[config.mk]
export PLATFORM = sky130hd
export DESIGN_NAME = qvr_round_sat
export DESIGN_NICKNAME = d
export VERILOG_FILES = /design/src/rtl/qvr_pkg.sv /design/src/rtl/qvr_round_sat.sv
export SDC_FILE = /design/constraint.sdc
export NUM_CORES = 1
export LEC_CHECK = 0
export BUFFER_PORTS_ARGS = -buffer_cell sky130_fd_sc_hd__buf_2
export CAP_MARGIN = 20
export CORE_UTILIZATION = 50
export DETAILED_ROUTE_END_ITERATION = 7
export PLACE_DENSITY = 0.92
export REMOVE_ABC_BUFFERS = 1
export SYNTH_ARGS = -nofsm -noshare
export SYNTH_HDL_FRONTEND = slang
export SYNTH_SLANG_ARGS = --single-unit
[constraint.sdc]
create_clock -name clock -period 7.7 [get_ports clock]
set_clock_uncertainty 0.05 [all_clocks]
set_input_delay 1.155 -clock clock [delete_from_list [all_inputs] [get_ports clock]]
set_output_delay 1.155 -clock clock [all_outputs]
set_load 0.005 [all_outputs]
[src/rtl/qvr_pkg.sv]
// Shared constants for the quaternion vector rotation pipeline.
// No dependencies; imported by the channel interfaces and every module.
package qvr_pkg;

   // Default width of the integer vector components
   localparam int QVR_VEC_WIDTH      = 16;
   // Default fraction bits of the quaternion components
   localparam int QVR_QUAT_FRAC_BITS = 14;
   // Quaternion component width (Q2.14 at the default)
   localparam int QVR_QUAT_WIDTH     = 16;
   // Width of the rotated, saturated result components
   localparam int QVR_OUT_WIDTH      = 18;
   // Accumulator width used for wrap-around and rounding
   localparam int QVR_ACC_WIDTH      = 64;
   // Saturation limits of the result components
   localparam int QVR_OUT_MAX        = (2 ** (QVR_OUT_WIDTH - 1)) - 1;
   localparam int QVR_OUT_MIN        = -(2 ** (QVR_OUT_WIDTH - 1));

endpackage

[src/rtl/qvr_round_sat.sv]
// Round-to-nearest and saturation of the rotated vector; this stage is
// the response output register. Depends on qvr_pkg.
module qvr_round_sat import qvr_pkg::*; #(
   parameter int RW             = QVR_ACC_WIDTH,
   parameter int QUAT_FRAC_BITS = QVR_QUAT_FRAC_BITS
) (
   input  logic                            clock,
   input  logic                            reset,
   input  logic                            in_valid,
   output logic                            in_ready,
   input  logic signed [RW-1:0]            r_x,
   input  logic signed [RW-1:0]            r_y,
   input  logic signed [RW-1:0]            r_z,
   output logic                            out_valid,
   input  logic                            out_ready,
   output logic signed [QVR_OUT_WIDTH-1:0] rot_x,
   output logic signed [QVR_OUT_WIDTH-1:0] rot_y,
   output logic signed [QVR_OUT_WIDTH-1:0] rot_z,
   output logic                            saturated
);

   localparam int SHIFT = 2 * QUAT_FRAC_BITS;
   localparam logic [QVR_ACC_WIDTH-1:0] ROUND_BIAS =
      QVR_ACC_WIDTH'(1) << (SHIFT - 1);
   localparam logic signed [QVR_ACC_WIDTH-1:0] SAT_MAX = QVR_ACC_WIDTH'(QVR_OUT_MAX);
   localparam logic signed [QVR_ACC_WIDTH-1:0] SAT_MIN = QVR_ACC_WIDTH'(QVR_OUT_MIN);

   // returns {clamped, value}
   function automatic logic [QVR_OUT_WIDTH:0] round_sat(input logic signed [RW-1:0] acc);
      logic signed [QVR_ACC_WIDTH-1:0] biased;
      logic signed [QVR_ACC_WIDTH-1:0] shifted;
      logic [QVR_OUT_WIDTH:0]          res;
      biased  = QVR_ACC_WIDTH'(acc) + ROUND_BIAS;
      shifted = biased >>> SHIFT;
      if (shifted > SAT_MAX) begin
         res = {1'b1, SAT_MAX[QVR_OUT_WIDTH-1:0]};
      end else if (shifted < SAT_MIN) begin
         res = {1'b1, SAT_MIN[QVR_OUT_WIDTH-1:0]};
      end else begin
         res = {1'b0, shifted[QVR_OUT_WIDTH-1:0]};
      end
      return res;
   endfunction

   logic                            v_ff;
   logic                            en;
   logic [QVR_OUT_WIDTH:0]          sx, sy, sz;
   logic signed [QVR_OUT_WIDTH-1:0] rot_x_ff, rot_y_ff, rot_z_ff;
   logic                            sat_ff;

   assign en       = !v_ff || out_ready;
   assign in_ready = en;

   always_ff @(posedge clock) begin
      if (reset) begin
         v_ff <= 1'b0;
      end else if (en) begin
         v_ff <= in_valid;
      end
   end

   // per-component round and clamp
   always_comb begin
      sx = round_sat(r_x);
      sy = round_sat(r_y);
      sz = round_sat(r_z);
   end

   always_ff @(posedge clock) begin
      if (en) begin
         rot_x_ff <= sx[QVR_OUT_WIDTH-1:0];
         rot_y_ff <= sy[QVR_OUT_WIDTH-1:0];
         rot_z_ff <= sz[QVR_OUT_WIDTH-1:0];
         sat_ff   <= sx[QVR_OUT_WIDTH] | sy[QVR_OUT_WIDTH] | sz[QVR_OUT_WIDTH];
      end
   end

   assign out_valid = v_ff;
   assign rot_x     = rot_x_ff;
   assign rot_y     = rot_y_ff;
   assign rot_z     = rot_z_ff;
   assign saturated = sat_ff;

endmodule

==> impl_metrics.ini <==
[status]
outcome = complete, no violations

[yosys]
synth_warnings = 0
ys_ff_latch = 56
synth_edf_count = 55
synth-async-reset-ratio = 0
synth_flop_cell = edfxtp_1
ys_seq_area_frac = 0.345
syn_area_um2 = 4840
ys_types = 65
syn_avg_cell_area_um2 = 8.85
synthCells = 547

[timing]
finalCriticalPeriod_ns = 4.06
setup_slack_ns = 3.64
timing.final.crit_share = 0.527
tightest_slew_ns = 0.869
hold_viol_final = 0
setup_violations = 0
max_slew_margin = 0.415
slew_violations = 0
clock.fmax_mhz = 246
setup_tns_ns = 0
rsz0062_at_grt = no

[final_layout]
n_fill_cell = 777
layout-drive-gt1-share = 0.297
areaGrowthSynthToFinish_pct = 22.5
antenna_cells = 0
nets = 909

[die]
coreArea_um2 = 9330
die_height_um = 100
die_w_um = 100
io_pins = 253
start_util = 0.519
num_rows = 35
die_area_um2 = 10100

[critical_path]
critPathMaxFanout = 18
crit_type = input pin to register
cp-start-kind = input pin
cp.arrival_ns = 4.03
crit_required_ns = 7.67
crit_path_end_kind = register

[placement]
dp_slack_ns = 3.32
io_buffers = 171
place_congestion = 0.974
dp_hpwl_um = 10700

[detailed_routing]
via_count = 5022
drt-total-wl_um = 13300
drtIter0Drc = 240
post-route-drc-count = 0
firstDrtPassIters = 5
wl_per_cell_um = 15.8
viasPerCell = 5.99
ant_nets = 0

[global_routing]
antenna_found_initial = 0
grt_pass1_wl_um = 20900
overflow = 0
grt_max_degree = 58
grt_pass1_vias = 4423
grt_usage = 0.259

[flow_run]
max_cap_viol_count = 0

[worst_hold_path]
holdCritPathClass = register to register

[power]
power_leakage_uw = 0.00223
ir_drop_mv = 0.0713
power.density_nw_per_um2 = 128

[clocking]
cts_sinks = 56
numCtsBuffers = 5
clk_latency_ns = 0.29
cts_hold_buf = 0
root_buffer = clkbuf_8
cts_tree = yes
ctsResizeCount = 0
clock_path_buffers = 2
post_cts_buffers = 0
path_clk_slew_ns = 0.10
htreeDepth = 2
## cells in the mapped netlist (3+ instances only)
library cell	instances	area share
edfxtp_1	55	0.34
nand3_1	48	0.050
nand4_1	46	0.059
xor2_1	45	0.081
nand2_1	41	0.032
o21ai_0	37	0.038
nor2_1	28	0.022
xnor2_1	28	0.051
and3_1	26	0.034
o21ai_1	18	0.019
nor3_1	17	0.018
and4_1	15	0.027
clkbuf_1	13	0.010
inv_1	10	0.0078
a21oi_1	9	0.0093
nor4_1	9	0.012
a31oi_1	7	0.0091
mux2i_1	6	0.012
nor3b_1	6	0.0093
or3_1	6	0.0078
nand2b_1	4	0.0052
nand3b_1	4	0.0062
nand4b_1	4	0.0072
or2_2	4	0.0052
a21o_1	3	0.0047
and2_1	3	0.0039
ha_1	3	0.0078
mux2_2	3	0.0070
o21ai_2	3	0.0054
## through the flow
step                cells  total power [uW]  instance area, um2  hold slack (ns)   util
floorplan             529               442                4760             1.17      -
global placement      832               536                5800            0.924  0.622
detailed placement    832               543                5800            0.944  0.622
CTS                   839               763                5930            0.948  0.636
global route          839               792                5930            0.958  0.636
finish                839               760                5930            0.936  0.636
## layout make-up
cell class / count / area (um2) / area share
clock buffer: 5 / 68.8 / 0.0116
clock inverter: 2 / 60.1 / 0.0101
inverter: 10 / 37.5 / 0.00633
multi-input combinational: 463 / 3050 / 0.515
sequential: 56 / 1670 / 0.282
tap: 129 / 161 / 0.0272
timing repair buffer: 174 / 878 / 0.148
## layer usage
layer,vias to the layer above,track usage,wire [um]
met2,246,0.457,6620
li1,2430,-,-
met5,-,0,0
met3,28,0.0432,1050
met1,2318,0.328,5390
met4,0,0.0647,222
## registers in the layout (all words and copies together) (netlist names)
| signal | count |
|---|---|
| rot_z | 18 |
| saturated | 1 |
| out_valid | 1 |
| rot_y | 18 |
| rot_x | 18 |
## where the power goes
group          switching [uW]  internal (uW)  total [uW]
sequential               6.32            361         367
clock                    94.4            128         223
combinational            99.6           70.0         170
## kinds of logic (layout without fill, tap and decap cells)
kind of cell,Yosys count,after routing,share of synthesized area
DFF,56,56,0.345
and+or+nand+nor,283,283,0.350
buffers and inverters,28,191,0.0246
muxes,9,9,0.0194
adders and majority gates,3,3,0.00776
xor gates and xnor gates,73,73,0.132
AOI/OAI and AO/OA,95,95,0.121
## worst max-delay path, stage by stage
cell	delay, ns
buf_2	0.13
nand4_1	0.32
nor3_1	0.70
and3_1	0.42
mux2_2	0.37
o21ai_0	0.15
and4_1	0.21
a31o_2	0.36
o21ai_0	0.21
## cell usage in the layout, fill, tap and decap left out, types with 9 or more instances in the layout
cell / count
a21oi_1: 9
and3_1: 26
and4_1: 15
buf_2: 171
edfxtp_1: 55
inv_1: 10
nand2_1: 41
nand3_1: 48
nand4_1: 46
nor2_1: 28
nor3_1: 17
nor4_1: 9
o21ai_0: 37
o21ai_1: 18
xnor2_1: 28
xor2_1: 45
## path summary, 6_finish.rpt
path / endpoint / cells past startpoint / startpoint / slack [ns]
worst max-delay path: rot_z[4] / 9 / r_z[32] / 3.64
worst min-delay path: rot_x[2] / 2 / out_valid / 0.94
worst max register to register: rot_y[0] / 2 / out_valid / 6.32
worst min register to register: rot_x[2] / 2 / out_valid / 0.94
Note: power is estimated with default switching activity, not from simulation.
